**config.mk**
```make
export PLATFORM = sky130hd
export DESIGN_NAME = audio_crossing_freq_and_level_bar_core_flat
export DESIGN_NICKNAME = d
export VERILOG_FILES = /design/src/hw/rtl/acfb_pkg.sv /design/src/hw/rtl/acfb_intf.sv /design/src/hw/rtl/acfb_cfg_regs.sv /design/src/hw/rtl/acfb_window.sv /design/src/hw/rtl/acfb_meter.sv /design/src/hw/rtl/audio_crossing_freq_and_level_bar_core.sv /design/src/flat_wrapper.sv
export VERILOG_INCLUDE_DIRS = /design/src /design/src/hw/rtl
export SDC_FILE = /design/constraint.sdc
export NUM_CORES = 1
export LEC_CHECK = 0
export BUFFER_PORTS_ARGS = -buffer_cell sky130_fd_sc_hd__buf_2
export CORE_MARGIN = 2
export CORE_UTILIZATION = 50
export CTS_BUF_LIST = sky130_fd_sc_hd__clkbuf_8
export CTS_CLUSTER_DIAMETER = 50
export CTS_CLUSTER_SIZE = 12
export DETAILED_ROUTE_END_ITERATION = 10
export PLACE_DENSITY = 0.79
export REMOVE_ABC_BUFFERS = 1
export SYNTH_ARGS = -nofsm -noshare
export SYNTH_HDL_FRONTEND = slang
export SYNTH_HIERARCHICAL = 1
export SYNTH_SLANG_ARGS = --single-unit
export TNS_END_PERCENT = 1
```
**constraint.sdc**
```tcl
create_clock -name clk -period 10.95 [get_ports clk]
set_clock_uncertainty 0.2 [all_clocks]
set_input_delay 1.6425 -clock clk [delete_from_list [all_inputs] [get_ports clk]]
set_output_delay 1.6425 -clock clk [all_outputs]
set_load 0.01 [all_outputs]
```
**src/hw/rtl/assert_macros.svh**
```systemverilog
// assertion macros used by the core rtl file
`ifndef ASSERT_MACROS_SVH
`define ASSERT_MACROS_SVH

// same-cycle implication, checked outside reset
`define ASSERT_IMPLY(lbl, clk, rst_n, ante, cons) \
    lbl: assert property (@(posedge clk) disable iff (!rst_n) (ante) |-> (cons)) \
        else $error("assertion failed");

// next-cycle implication, checked outside reset
`define ASSERT_NEXT(lbl, clk, rst_n, ante, cons) \
    lbl: assert property (@(posedge clk) disable iff (!rst_n) (ante) |=> (cons)) \
        else $error("assertion failed");

`endif

```
**src/hw/rtl/acfb_pkg.sv**
```systemverilog
// shared types, constants and band decode for the crossing counter and bar meter
`timescale 1ns / 1ps
`default_nettype none

package acfb_pkg;

    localparam int SAMPLE_BITS_DEF  = 10;
    localparam int BAR_SEGMENTS_DEF = 8;

    localparam int THR_W       = 9;
    localparam int WIN_W       = 8;
    localparam int BASE_W      = 9;
    localparam int STEP_W      = 6;
    localparam int COUNT_W     = 8;
    localparam int BAND_W      = 8;
    localparam int BAR_W       = 8;
    localparam int EDGE_W      = 10;
    localparam int CFG_INDEX_W = 8;
    localparam int CFG_DATA_W  = 9;

    localparam logic [THR_W-1:0]   THR_RESET    = 9'd265;
    localparam logic [WIN_W-1:0]   WIN_RESET    = 8'd80;
    localparam logic [BASE_W-1:0]  BASE_RESET   = 9'd265;
    localparam logic [STEP_W-1:0]  STEP_RESET   = 6'd15;
    localparam logic [COUNT_W-1:0] COUNT_MAX    = 8'hff;
    localparam logic [COUNT_W-1:0] BAND_LIMIT   = 8'd35;

    typedef enum logic [CFG_INDEX_W-1:0] {
        REG_CROSS_THRESHOLD = 8'd0,
        REG_WINDOW_TICKS    = 8'd1,
        REG_BAR_BASE        = 8'd2,
        REG_BAR_STEP        = 8'd3
    } cfg_reg_t;

    typedef struct packed {
        logic [THR_W-1:0]  cross_threshold;
        logic [WIN_W-1:0]  window_ticks;
        logic [BASE_W-1:0] bar_base;
        logic [STEP_W-1:0] bar_step;
    } cfg_t;

    typedef struct packed {
        logic               emit;
        logic [COUNT_W-1:0] count;
    } win_t;

    function automatic logic [BAND_W-1:0] band_code(input logic [COUNT_W-1:0] n);
        logic [BAND_W-1:0] code;
        case (n) inside
            [8'd1:8'd4]:   code = 8'h01;
            [8'd5:8'd6]:   code = 8'h02;
            [8'd7:8'd10]:  code = 8'h04;
            [8'd11:8'd16]: code = 8'h08;
            [8'd17:8'd20]: code = 8'h10;
            [8'd21:8'd24]: code = 8'h20;
            [8'd25:8'd29]: code = 8'h40;
            [8'd30:8'd34]: code = 8'h80;
            default:       code = 8'h00;
        endcase
        return code;
    endfunction

endpackage

`default_nettype wire

```
**src/hw/rtl/acfb_intf.sv**
```systemverilog
// handshake interfaces for samples, results and register writes
`timescale 1ns / 1ps
`default_nettype none

interface acfb_sample_if #(
    parameter int SAMPLE_BITS = acfb_pkg::SAMPLE_BITS_DEF
);
    logic                   valid;
    logic                   ready;
    logic [SAMPLE_BITS-1:0] sample;

    modport source (output valid, output sample, input ready);
    modport sink   (input valid, input sample, output ready);
endinterface

interface acfb_result_if;
    logic                           valid;
    logic                           ready;
    logic [acfb_pkg::COUNT_W-1:0]   crossing_count;
    logic [acfb_pkg::BAND_W-1:0]    band_onehot;
    logic [acfb_pkg::BAR_W-1:0]     level_bar;

    modport source (output valid, output crossing_count, output band_onehot,
                    output level_bar, input ready);
    modport sink   (input valid, input crossing_count, input band_onehot,
                    input level_bar, output ready);
endinterface

interface acfb_cfg_if;
    logic                             valid;
    logic                             ready;
    logic [acfb_pkg::CFG_INDEX_W-1:0] index;
    logic [acfb_pkg::CFG_DATA_W-1:0]  data;

    modport source (output valid, output index, output data, input ready);
    modport sink   (input valid, input index, input data, output ready);
endinterface

`default_nettype wire

```
**src/hw/rtl/acfb_cfg_regs.sv**
```systemverilog
// configuration register file with write channel
`timescale 1ns / 1ps
`default_nettype none

module acfb_cfg_regs (
    input  logic           clk,
    input  logic           rst_n,
    acfb_cfg_if.sink       cfg_ch,
    output acfb_pkg::cfg_t cfg
);

    acfb_pkg::cfg_t cfg_reg;
    acfb_pkg::cfg_t cfg_next;
    logic           wr;

    assign cfg_ch.ready = 1'b1;
    assign wr           = cfg_ch.valid && cfg_ch.ready;
    assign cfg          = cfg_reg;

    always_comb
    begin
        cfg_next = cfg_reg;
        if (wr)
        begin
            case (cfg_ch.index)
                acfb_pkg::REG_CROSS_THRESHOLD:
                    cfg_next.cross_threshold = cfg_ch.data[acfb_pkg::THR_W-1:0];
                acfb_pkg::REG_WINDOW_TICKS:
                    cfg_next.window_ticks = cfg_ch.data[acfb_pkg::WIN_W-1:0];
                acfb_pkg::REG_BAR_BASE:
                    cfg_next.bar_base = cfg_ch.data[acfb_pkg::BASE_W-1:0];
                acfb_pkg::REG_BAR_STEP:
                    cfg_next.bar_step = cfg_ch.data[acfb_pkg::STEP_W-1:0];
                default:
                    cfg_next = cfg_reg;
            endcase
        end
    end

    always_ff @(posedge clk or negedge rst_n)
    begin
        if (!rst_n)
        begin
            cfg_reg.cross_threshold <= acfb_pkg::THR_RESET;
            cfg_reg.window_ticks    <= acfb_pkg::WIN_RESET;
            cfg_reg.bar_base        <= acfb_pkg::BASE_RESET;
            cfg_reg.bar_step        <= acfb_pkg::STEP_RESET;
        end
        else
        begin
            cfg_reg <= cfg_next;
        end
    end

endmodule

`default_nettype wire

```
**src/hw/rtl/acfb_window.sv**
```systemverilog
// crossing detector, crossing counter and window tick counter
`timescale 1ns / 1ps
`default_nettype none

module acfb_window #(
    parameter int SAMPLE_BITS = acfb_pkg::SAMPLE_BITS_DEF
) (
    input  logic                   clk,
    input  logic                   rst_n,
    input  logic                   fire,
    input  logic [SAMPLE_BITS-2:0] half,
    input  acfb_pkg::cfg_t         cfg,
    output acfb_pkg::win_t         win,
    output logic [acfb_pkg::WIN_W-1:0] tick
);

    localparam int HALF_W = SAMPLE_BITS - 1;
    localparam int CMP_W  = (HALF_W > acfb_pkg::THR_W) ? HALF_W : acfb_pkg::THR_W;

    logic                         above_reg;
    logic                         above_next;
    logic [acfb_pkg::COUNT_W-1:0] count_reg;
    logic [acfb_pkg::COUNT_W-1:0] count_next;
    logic [acfb_pkg::WIN_W-1:0]   tick_reg;
    logic [acfb_pkg::WIN_W-1:0]   tick_next;

    logic                         is_high;
    logic                         bump;
    logic [acfb_pkg::COUNT_W-1:0] count_upd;
    logic [acfb_pkg::WIN_W-1:0]   tick_inc;
    logic [acfb_pkg::WIN_W-1:0]   limit;

    assign is_high   = CMP_W'(half) >= CMP_W'(cfg.cross_threshold);
    // count a crossing once per excursion, saturating
    assign bump      = is_high && !above_reg && (count_reg != acfb_pkg::COUNT_MAX);
    assign count_upd = count_reg + acfb_pkg::COUNT_W'(bump);

    // a zero window behaves as one tick
    assign limit     = (cfg.window_ticks == '0) ? acfb_pkg::WIN_W'(1) : cfg.window_ticks;
    assign tick_inc  = tick_reg + acfb_pkg::WIN_W'(1);

    assign win.emit  = tick_inc >= limit;
    assign win.count = count_upd;
    assign tick      = tick_reg;

    always_comb
    begin
        above_next = above_reg;
        count_next = count_reg;
        tick_next  = tick_reg;
        if (fire)
        begin
            above_next = is_high;
            count_next = win.emit ? '0 : count_upd;
            tick_next  = win.emit ? '0 : tick_inc;
        end
    end

    always_ff @(posedge clk or negedge rst_n)
    begin
        if (!rst_n)
        begin
            above_reg <= 1'b0;
            count_reg <= '0;
            tick_reg  <= '0;
        end
        else
        begin
            above_reg <= above_next;
            count_reg <= count_next;
            tick_reg  <= tick_next;
        end
    end

endmodule

`default_nettype wire

```
**src/hw/rtl/acfb_meter.sv**
```systemverilog
// band decode and thermometer level bar
`timescale 1ns / 1ps
`default_nettype none

module acfb_meter #(
    parameter int SAMPLE_BITS  = acfb_pkg::SAMPLE_BITS_DEF,
    parameter int BAR_SEGMENTS = acfb_pkg::BAR_SEGMENTS_DEF
) (
    input  logic [acfb_pkg::COUNT_W-1:0] count,
    input  logic [SAMPLE_BITS-2:0]       half,
    input  acfb_pkg::cfg_t               cfg,
    output logic [acfb_pkg::BAND_W-1:0]  band,
    output logic [acfb_pkg::BAR_W-1:0]   bar
);

    localparam int HALF_W = SAMPLE_BITS - 1;
    localparam int CMP_W  = (HALF_W > acfb_pkg::EDGE_W) ? HALF_W : acfb_pkg::EDGE_W;
    localparam int NSEG   = (BAR_SEGMENTS < acfb_pkg::BAR_W) ? BAR_SEGMENTS : acfb_pkg::BAR_W;

    assign band = acfb_pkg::band_code(count);

    // one comparator per segment, segment edges rise by bar_step
    for (genvar i = 0; i < acfb_pkg::BAR_W; i++)
    begin : g_seg
        if (i < NSEG)
        begin : g_on
            logic [CMP_W-1:0] seg_edge;
            assign seg_edge = CMP_W'(cfg.bar_base) + CMP_W'(cfg.bar_step) * CMP_W'(i);
            assign bar[i]   = CMP_W'(half) >= seg_edge;
        end
        else
        begin : g_off
            assign bar[i] = 1'b0;
        end
    end

endmodule

`default_nettype wire

```
**src/hw/rtl/audio_crossing_freq_and_level_bar_core.sv**
```systemverilog
// a sample accepted into the input register updates the counters from there and, at the
// end of a window, loads the result register when it is processed
// throughput: one sample per cycle; only a full result register left untaken stalls
// a window-closing sample, held in the input register
// reset: counters, above flag and valids clear, cfg registers return to their defaults
`timescale 1ns / 1ps
`default_nettype none
`include "assert_macros.svh"

module audio_crossing_freq_and_level_bar_core #(
    parameter int SAMPLE_BITS  = acfb_pkg::SAMPLE_BITS_DEF,
    parameter int BAR_SEGMENTS = acfb_pkg::BAR_SEGMENTS_DEF
) (
    input  logic          clk,
    input  logic          rst_n,
    acfb_sample_if.sink   sample_ch,
    acfb_result_if.source result_ch,
    acfb_cfg_if.sink      cfg_ch
);

    localparam int HALF_W = SAMPLE_BITS - 1;

    acfb_pkg::cfg_t cfg;
    acfb_pkg::win_t win;

    logic                         s1_valid_reg;
    logic                         s1_valid_next;
    logic [SAMPLE_BITS-1:0]       sample_reg;
    logic [HALF_W-1:0]            half;
    logic                         accept;
    logic                         out_free;
    logic                         proc_fire;
    logic                         load;
    logic [acfb_pkg::WIN_W-1:0]   tick;
    logic [acfb_pkg::BAND_W-1:0]  band;
    logic [acfb_pkg::BAR_W-1:0]   bar;

    logic                         result_valid_reg;
    logic                         result_valid_next;
    logic [acfb_pkg::COUNT_W-1:0] count_reg;
    logic [acfb_pkg::BAND_W-1:0]  band_reg;
    logic [acfb_pkg::BAR_W-1:0]   bar_reg;

    acfb_cfg_regs u_cfg (
        .clk    (clk),
        .rst_n  (rst_n),
        .cfg_ch (cfg_ch),
        .cfg    (cfg)
    );

    assign half = sample_reg[SAMPLE_BITS-1:1];

    acfb_window #(
        .SAMPLE_BITS (SAMPLE_BITS)
    ) u_window (
        .clk   (clk),
        .rst_n (rst_n),
        .fire  (proc_fire),
        .half  (half),
        .cfg   (cfg),
        .win   (win),
        .tick  (tick)
    );

    acfb_meter #(
        .SAMPLE_BITS  (SAMPLE_BITS),
        .BAR_SEGMENTS (BAR_SEGMENTS)
    ) u_meter (
        .count (win.count),
        .half  (half),
        .cfg   (cfg),
        .band  (band),
        .bar   (bar)
    );

    // a sample that closes a window waits only for room in the result register
    assign out_free        = !result_valid_reg || result_ch.ready;
    assign proc_fire       = s1_valid_reg && (!win.emit || out_free);
    assign load            = proc_fire && win.emit;
    assign sample_ch.ready = !s1_valid_reg || proc_fire;
    assign accept          = sample_ch.valid && sample_ch.ready;

    always_comb
    begin
        s1_valid_next = s1_valid_reg;
        if (accept)
        begin
            s1_valid_next = 1'b1;
        end
        else if (proc_fire)
        begin
            s1_valid_next = 1'b0;
        end

        result_valid_next = result_valid_reg;
        if (load)
        begin
            result_valid_next = 1'b1;
        end
        else if (result_ch.ready)
        begin
            result_valid_next = 1'b0;
        end
    end

    always_ff @(posedge clk or negedge rst_n)
    begin
        if (!rst_n)
        begin
            s1_valid_reg     <= 1'b0;
            result_valid_reg <= 1'b0;
        end
        else
        begin
            s1_valid_reg     <= s1_valid_next;
            result_valid_reg <= result_valid_next;
        end
    end

    always_ff @(posedge clk)
    begin
        if (accept)
        begin
            sample_reg <= sample_ch.sample[SAMPLE_BITS-1:0];
        end
        if (load)
        begin
            count_reg <= win.count;
            band_reg  <= band;
            bar_reg   <= bar;
        end
    end

    assign result_ch.valid          = result_valid_reg;
    assign result_ch.crossing_count = count_reg;
    assign result_ch.band_onehot    = band_reg;
    assign result_ch.level_bar      = bar_reg;

    `ASSERT_IMPLY(a_band_onehot, clk, rst_n, result_valid_reg, $onehot0(band_reg))
    `ASSERT_IMPLY(a_band_range, clk, rst_n, result_valid_reg,
        (band_reg == '0) == ((count_reg == '0) || (count_reg >= acfb_pkg::BAND_LIMIT)))
    `ASSERT_IMPLY(a_bar_thermo, clk, rst_n, result_valid_reg,
        (bar_reg & (bar_reg + acfb_pkg::BAR_W'(1))) == '0)
    `ASSERT_NEXT(a_window_clear, clk, rst_n, load, tick == '0)

endmodule

`default_nettype wire
```
**src/flat_wrapper.sv**
```systemverilog
// flat-port wrapper written by rule: the top's interface ports become plain ports
module audio_crossing_freq_and_level_bar_core_flat 
#(
    parameter int SAMPLE_BITS  = acfb_pkg::SAMPLE_BITS_DEF,
    parameter int BAR_SEGMENTS = acfb_pkg::BAR_SEGMENTS_DEF
)
  (clk, rst_n, sample_ch_valid, sample_ch_sample, sample_ch_ready, result_ch_valid, result_ch_crossing_count, result_ch_band_onehot, result_ch_level_bar, result_ch_ready, cfg_ch_valid, cfg_ch_index, cfg_ch_data, cfg_ch_ready);
  acfb_sample_if #(.SAMPLE_BITS(SAMPLE_BITS)) sample_ch_i ();
  acfb_result_if result_ch_i ();
  acfb_cfg_if cfg_ch_i ();
  input  logic clk;
  input  logic rst_n;
  input wire logic [$bits(sample_ch_i.valid)-1:0] sample_ch_valid;
  input wire logic [$bits(sample_ch_i.sample)-1:0] sample_ch_sample;
  output wire logic [$bits(sample_ch_i.ready)-1:0] sample_ch_ready;
  output wire logic [$bits(result_ch_i.valid)-1:0] result_ch_valid;
  output wire logic [$bits(result_ch_i.crossing_count)-1:0] result_ch_crossing_count;
  output wire logic [$bits(result_ch_i.band_onehot)-1:0] result_ch_band_onehot;
  output wire logic [$bits(result_ch_i.level_bar)-1:0] result_ch_level_bar;
  input wire logic [$bits(result_ch_i.ready)-1:0] result_ch_ready;
  input wire logic [$bits(cfg_ch_i.valid)-1:0] cfg_ch_valid;
  input wire logic [$bits(cfg_ch_i.index)-1:0] cfg_ch_index;
  input wire logic [$bits(cfg_ch_i.data)-1:0] cfg_ch_data;
  output wire logic [$bits(cfg_ch_i.ready)-1:0] cfg_ch_ready;
  assign sample_ch_i.valid = sample_ch_valid;
  assign sample_ch_i.sample = sample_ch_sample;
  assign sample_ch_ready = sample_ch_i.ready;
  assign result_ch_valid = result_ch_i.valid;
  assign result_ch_crossing_count = result_ch_i.crossing_count;
  assign result_ch_band_onehot = result_ch_i.band_onehot;
  assign result_ch_level_bar = result_ch_i.level_bar;
  assign result_ch_i.ready = result_ch_ready;
  assign cfg_ch_i.valid = cfg_ch_valid;
  assign cfg_ch_i.index = cfg_ch_index;
  assign cfg_ch_i.data = cfg_ch_data;
  assign cfg_ch_ready = cfg_ch_i.ready;
  audio_crossing_freq_and_level_bar_core #(.SAMPLE_BITS(SAMPLE_BITS), .BAR_SEGMENTS(BAR_SEGMENTS)) u_core (.clk(clk), .rst_n(rst_n), .sample_ch(sample_ch_i), .result_ch(result_ch_i), .cfg_ch(cfg_ch_i));
endmodule
```
==> out/results.ini, run 1 <==
[global_routing]
grt_pass1_wl_um=30200
grtUsageTotal_pct=22.9
grt_pass1_vias=6246
antenna_found_initial=0
grt_overflow=0
grt_max_degree=52

[setup_path]
r2r-start=u_core/u_cfg/cfg[1]$_DFFE_PN1P_
crit_fanout=15
critPathRequiredTime_ns=9.11
rr_endpoint=u_core/result_ch.level_bar[7]$_DFFE_PP_
path_class=register to primary output
critPathArrivalTime_ns=2.82
reg2reg_depth=14
rrSetupSlack_ns=6.54
crit_chain=ha_1 -> nand2_1 -> or3_1 -> nand2_1 -> ha_1 -> o21a_1 -> a21oi_1 -> o31ai_2 -> buf_4 -> nand4b_4 -> buf_2
critPathSlowestCell=dfrtp_1
cp-startpoint=u_core/u_window/tick[0]$_DFFE_PN0P_
cpPeakStageDelay_ns=0.44
start_kind=register
cp-endpoint=sample_ch_ready
worstSetupEndpointType=primary output

[yosys]
synth.ff_latch_count=84
synthArstFlopShare_pct=60.7
synth_ff_type=dfrtp_1
yosysWarnings=6
syn_area_mm2=0.00801
yosys.cell_types.count=75
syn_area_per_cell_um2=10.1
synth_enable_flop_cells=33
yosysSeqAreaShare_pct=28.5
postSynthCellCount=791

[clock_network]
h-tree-depth=3
clock_path_buffers=2
numCtsBuffers=9
cts_resized=0
insertion_delay_ns=0.39
clkSinkCount=84
cts_setup_buffers=0
cts_tree=yes
root_buffer=clkbuf_8
clkSlewWorstSetupHoldPaths_ns=0.09
hold_buffers=0

[drt]
wl_um=18100
wire_per_inst_um=16.9
viasPerCell=5.65
detail_route.first_pass.iterations=4
route.detailed.drc=0
drt_iter0_markers=355
vias=6056
final_antenna_net_count=0

[timing]
fin_setup_tns_ns=0
fmax_ghz=0.215
period_share_pct=42.6
slew_viol_final=0
setup_viol=0
hold_violations=0
max_slew.worst_pin.slew_ns=0.958
rsz0062_at_grt=false
slew_headroom_pct=35.7
min_period_ns=4.66

[layout]
antenna_cells=0
area_delta_synth_final_pct=8.92
final_nets=1052
fillers=1403
drive_gt1_share_pct=16.6
fin_area_mm2=0.00872
largest_register_ffs=32

[floorplan]
start_util_pct=50.8
core_mm2=0.0158
fp.dieW_um=131
io_pins=59
die_area_mm2=0.0170
chipHeight_um=131
rows=46

[power_and_ir_drop]
vdd_drop_max_mv=0.140
powerDensity_mw_per_mm2=139
power_w=0.00121
p_leak_nw=4.02

[place]
portBuffers=56
gp_congestion=0.887
dp_hpwl_um=13500
placed_area_mm2=0.00853

[flow_run]
cap_violations=0

[hold_path]
min_path_type=register to register

[status]
outcome=finished, final reports clean

-- cell type report --
cell class                 instances  area, um^2  area share, %
clock buffer                      12         165           1.89
clock inverter                     4        22.5          0.258
inverter                          74         278           3.19
multi-input combinational        620        5380           61.7
sequential                        84        2280           26.2
tap                              216         270           3.10
timing repair buffer              61         318           3.64
-- cell usage after synthesis (8+ instances only) --
library cell / n / area (um^2)
edfxtp_1: 33 / 991
a21oi_1: 56 / 280
dfrtp_1: 39 / 976
inv_1: 73 / 274
ha_1: 145 / 1810
fa_1: 25 / 500
xnor2_1: 27 / 236
a21o_1: 14 / 105
clkbuf_1: 8 / 30.0
nand2b_1: 11 / 68.8
o21bai_1: 13 / 97.6
nand3_1: 21 / 105
o21a_1: 17 / 128
xor2_1: 26 / 228
o2bb2ai_1: 8 / 70.1
o21ai_0: 30 / 150
nor2_1: 33 / 124
nor3_1: 17 / 85.1
mux2_2: 32 / 360
dfstp_2: 12 / 315
nand2_1: 42 / 158
-- metal layers --
metal / wire length, um / up-vias / GRT usage, %
met5: 0 / - / 0
met4: 616 / 0 / 10.0
met3: 991 / 40 / 4.52
met2: 8440 / 145 / 38.2
met1: 8090 / 2866 / 29.1
li1: - / 3005 / -
-- metrics by stage --
step | utilization [%] | hold slack [ns] | instances | worst slack, ns
floorplan | - | 0.279 | 778 | 6.74
global placement | 54.1 | 0.290 | 1055 | 6.59
detailed placement | 54.1 | 0.296 | 1055 | 6.57
CTS | 55.3 | 0.315 | 1071 | 6.26
global route | 55.3 | 0.334 | 1071 | 6.11
finish | 55.3 | 0.308 | 1071 | 6.29
-- how the worst min path moves through the flow --
stage	cells after the start	from	to
finish	1	u_core/u_cfg/cfg[24]$_DFFE_PN0P_	u_core/u_cfg/cfg[24]$_DFFE_PN0P_
global route	1	u_core/u_cfg/cfg[30]$_DFFE_PN0P_	u_core/u_cfg/cfg[30]$_DFFE_PN0P_
CTS	1	u_core/u_cfg/cfg[28]$_DFFE_PN0P_	u_core/u_cfg/cfg[28]$_DFFE_PN0P_
detailed placement	1	u_core/u_cfg/cfg[28]$_DFFE_PN0P_	u_core/u_cfg/cfg[28]$_DFFE_PN0P_
global placement	1	u_core/u_cfg/cfg[18]$_DFFE_PN0P_	u_core/u_cfg/cfg[18]$_DFFE_PN0P_
floorplan	1	u_core/u_cfg/cfg[16]$_DFFE_PN0P_	u_core/u_cfg/cfg[16]$_DFFE_PN0P_
-- worst max-delay path, delay by kind of cell, from the launching register on --
| kind | cells | cell delay [ns] |
|---|---|---|
| AO/OA/AOI/OAI | 3 | 0.45 |
| adder cells (fa/ha/maj) | 2 | 0.52 |
| buffers and inverters | 2 | 0.33 |
| flip-flops | 1 | 0.44 |
| AND/OR/NAND/NOR | 4 | 0.69 |
-- report_power, final --
| group | internal (W) | total, W | switching [W] | leakage (nW) |
|---|---|---|---|---|
| clock | 0.000101 | 0.000221 | 0.000120 | 0.106 |
| combinational | 0.000216 | 0.000517 | 0.000301 | 2.95 |
| sequential | 0.000414 | 0.000475 | 0.0000617 | 0.964 |
| total | 0.000730 | 0.00121 | 0.000483 | 4.02 |
-- cell usage in the layout (no fill, tap or decap), types with 7 or more instances in the layout --
cell type | Yosys | final
inv_1 | 73 | 75
clkbuf_8 | 0 | 12
nor3_1 | 17 | 17
o21bai_1 | 13 | 13
or3_1 | 7 | 7
nor2_1 | 33 | 32
o2bb2ai_1 | 8 | 8
a211oi_1 | 7 | 7
nand2_1 | 42 | 42
o21a_1 | 17 | 17
buf_2 | 3 | 56
fa_1 | 25 | 25
a21o_1 | 14 | 14
xor2_1 | 26 | 26
nor2b_1 | 7 | 7
mux2_2 | 32 | 32
nand3_1 | 21 | 21
o21ai_0 | 30 | 30
xnor2_1 | 27 | 27
a21oi_1 | 56 | 56
edfxtp_1 | 33 | 33
ha_1 | 145 | 145
dfrtp_1 | 39 | 39
nand2b_1 | 11 | 11
dfstp_2 | 12 | 12
-- kinds of logic after synthesis --
logic type / count (synthesis) / synth area share (%)
other cells: 1 / 0.0468
flops: 84 / 28.5
simple gates: 171 / 11.5
compound gates: 191 / 16.2
mux: 34 / 4.75
fa+ha+maj: 170 / 28.9
buf+inv: 87 / 4.27
xor+xnor: 53 / 5.80
(Power assumes the default switching activity.)
==> run 2, diff against run 1 <==
Settings changed: ABC_AREA from default to 1.
Clock period 10.95 ns to 4.5 ns, I/O delays scaled along.
==> run 2 against run 1 <==
Effect of this change: cell count is 31% higher; count of clock-buffer cells in the layout decreased by 3; die area is 7.6% higher; sequential share of layout area down 1.9 points; global-route usage shrank 0.51 points; critical path type is now register to register; core utilization shrank 0.091 points.
==> out/results.ini, run 2 <==
[hold_path]
min_path_type=primary input to asynchronous set/reset pin

[global_routing]
grt_pass1_wl_um=32400
grt_overflow=0
antenna_found_initial=0
grt_pass1_vias=6888
grtUsageTotal_pct=22.4
grt_max_degree=32

[clock_network]
cts_setup_buffers=0
insertion_delay_ns=0.39
cts_resized=0
h-tree-depth=3
clkSinkCount=84
cts_tree=yes
clkSlewWorstSetupHoldPaths_ns=0.11
numCtsBuffers=9
clock_path_buffers=2
root_buffer=clkbuf_8
hold_buffers=0

[place]
gp_congestion=0.990
dp_hpwl_um=15000
placed_area_mm2=0.00922
portBuffers=56

[power_and_ir_drop]
vdd_drop_max_mv=0.261
powerDensity_mw_per_mm2=284
p_leak_nw=5.05

[setup_path]
worstSetupEndpointType=register
critical_path_buf_inv_count=3
critPathRequiredTime_ns=4.44
crit_chain=buf_4 -> fa_1 -> xor2_1 -> ha_1 -> inv_1 -> fa_1 -> o21ai_1 -> xnor2_1 -> ha_1 -> nand2_1 -> inv_1 -> a21oi_1 -> nand2_1 -> nand2_1 -> nand2_1 -> nand2_1 -> a21oi_1
critPathTopFamily=adder cells
cpPeakStageDelay_ns=0.56
path_depth=17
critPathSlowestCell=dfstp_2
crit_top_cell=nand2_1
start_kind=register
r2r-start=u_core/u_cfg/cfg[1]$_DFFE_PN1P_
path_class=register to register
cp-startpoint=u_core/u_cfg/cfg[1]$_DFFE_PN1P_
critPathArrivalTime_ns=3.96
reg2reg_depth=17
crit_fanout=14

[timing]
period_share_pct=89.5
max_slew.worst_pin.slew_ns=0.773
slew_headroom_pct=48.3
min_period_ns=4.03
hold_violations=0
fin_setup_tns_ns=0
setup_viol=0
fmax_ghz=0.248
rsz0062_at_grt=false
slew_viol_final=0

[drt]
viasPerCell=5.32
topRoutingLayerUsed=met4
detail_route.first_pass.iterations=5
wl_um=19800
met1Wirelength_um=8830
vias=7450
drt_iter0_markers=558
wl_met3_um=1240
wire_per_inst_um=14.1
route.detailed.drc=0
met2_length_um=9180
final_antenna_net_count=0

[layout]
fillers=1581
layout_common_cells=nand2_1 (308), inv_1 (171), ha_1 (145)
seq_area_mm2=0.00228
largest_register_ffs=32
multiInputGateArea_mm2=0.00561
final_common_cell=nand2_1
antenna_cells=0
drive_gt1_share_pct=10.9
area_delta_synth_final_pct=9.07
final_nets=1373
fin_area_mm2=0.00942

[flow_run]
cap_violations=0

[status]
outcome=finished, final reports clean

[floorplan]
fp.dieW_um=135
die_area_mm2=0.0183
io_pins=59
chipHeight_um=135
start_util_pct=50.6
core_mm2=0.0171
rows=48

[yosys]
syn_area_mm2=0.00863
yosysTopAreaCell=ha_1
yosysWarnings=6
yosys.cell_types.count=49
synthArstFlopShare_pct=60.7
synthTopCellsByArea=ha_1 (21%), nand2_1 (13%), edfxtp_1 (11%)
synth_ff_type=dfrtp_1
synth_most_common_cell=nand2_1
synth_enable_flop_cells=33
synth.ff_latch_count=84
yosys-top-cells-count=nand2_1 (308), inv_1 (171), ha_1 (145), nand3_1 (81), nor2_1 (58)
postSynthCellCount=1101
yosysSeqAreaShare_pct=26.4
synth_top_area_share_pct=21.0
syn_area_per_cell_um2=7.84

-- run 2: cell types whose count changed after synthesis, sizes merged, moves of 11 or more --
| cell | before | now |
|---|---|---|
| nor2 | 33 | 65 |
| nand3 | 23 | 87 |
| nor3 | 18 | 4 |
| nand2 | 43 | 312 |
| nand4 | 5 | 36 |
| nand2b | 11 | 0 |
| inv | 74 | 174 |
| mux2 | 32 | 0 |
| o21a | 17 | 0 |
| o21ai | 33 | 12 |
-- run 2: stage by stage --
stage	setup slack, ns	hold slack [ns]	std cells	power [W]	utilization (%)
2_1_floorplan	0.684	0.179	1089	0.00179	-
3_3_place_gp	0.586	0.252	1385	0.00210	54.1
4_1_cts	0.521	0.0336	1401	0.00269	55.2
5_1_grt	0.264	0.0604	1401	0.00288	55.2
3_5_place_dp	0.544	0.258	1385	0.00214	54.1
6_report	0.473	0.0334	1401	0.00267	55.2
-- run 2: power by group --
part	switching, W	internal [W]	total, W
registers	0.0000920	0.000960	0.00105
clock network	0.000331	0.000214	0.000545
logic	0.000685	0.000388	0.00107
total	0.00111	0.00156	0.00267
-- run 2: per-layer routing --
layer / vias up / track usage (%)
li1: 3746 / -
met1: 3422 / 30.6
met2: 235 / 35.8
met3: 47 / 3.52
met4: 0 / 8.91
met5: - / 0
-- run 2: worst paths after layout --
| check | end | slack (ns) |
|---|---|---|
| min in group clk | u_core/u_cfg/cfg[31]$_DFFE_PN1P_ | 0.28 |
| max | u_core/result_ch.level_bar[7]$_DFFE_PP_ | 0.47 |
| max in group asynchronous | u_core/u_cfg/cfg[3]$_DFFE_PN1P_ | 3.24 |
| min reg2reg | u_core/u_cfg/cfg[31]$_DFFE_PN1P_ | 0.28 |
| max reg2reg | u_core/result_ch.level_bar[7]$_DFFE_PP_ | 0.47 |
| min | u_core/u_window/count_reg[7]$_DFFE_PN0P_ | 0.03 |
-- run 2: final cells by class --
type | count | share of cell area, %
Clock buffer | 9 | 1.32
Timing Repair Buffer | 71 | 4.17
Inverter | 176 | 7.02
Sequential cell | 84 | 24.2
Clock inverter | 7 | 0.731
Tap cell | 225 | 2.99
Multi-Input combinational cell | 829 | 59.5
-- run 2: kinds of logic (layout without fill, tap and decap cells) --
family / count (synthesis) / count (layout) / synth area share [%]
other cells: 1 / 1 / 0.0434
flops: 84 / 84 / 26.4
xor+xnor: 53 / 53 / 5.46
simple gates: 513 / 513 / 26.3
fa+ha+maj: 170 / 170 / 26.8
compound gates: 92 / 92 / 6.35
buf+inv: 188 / 263 / 8.62
-- run 2: worst reg2reg max path, stage by stage, from the launching register on --
cell     delay [ns]
dfstp_2        0.56
buf_4          0.28
fa_1           0.51
xor2_1         0.16
ha_1           0.31
inv_1          0.06
fa_1           0.44
o21ai_1        0.24
xnor2_1        0.17
ha_1           0.27
nand2_1        0.09
inv_1          0.04
a21oi_1        0.14
nand2_1        0.08
nand2_1        0.06
nand2_1        0.05
nand2_1        0.05
a21oi_1        0.08
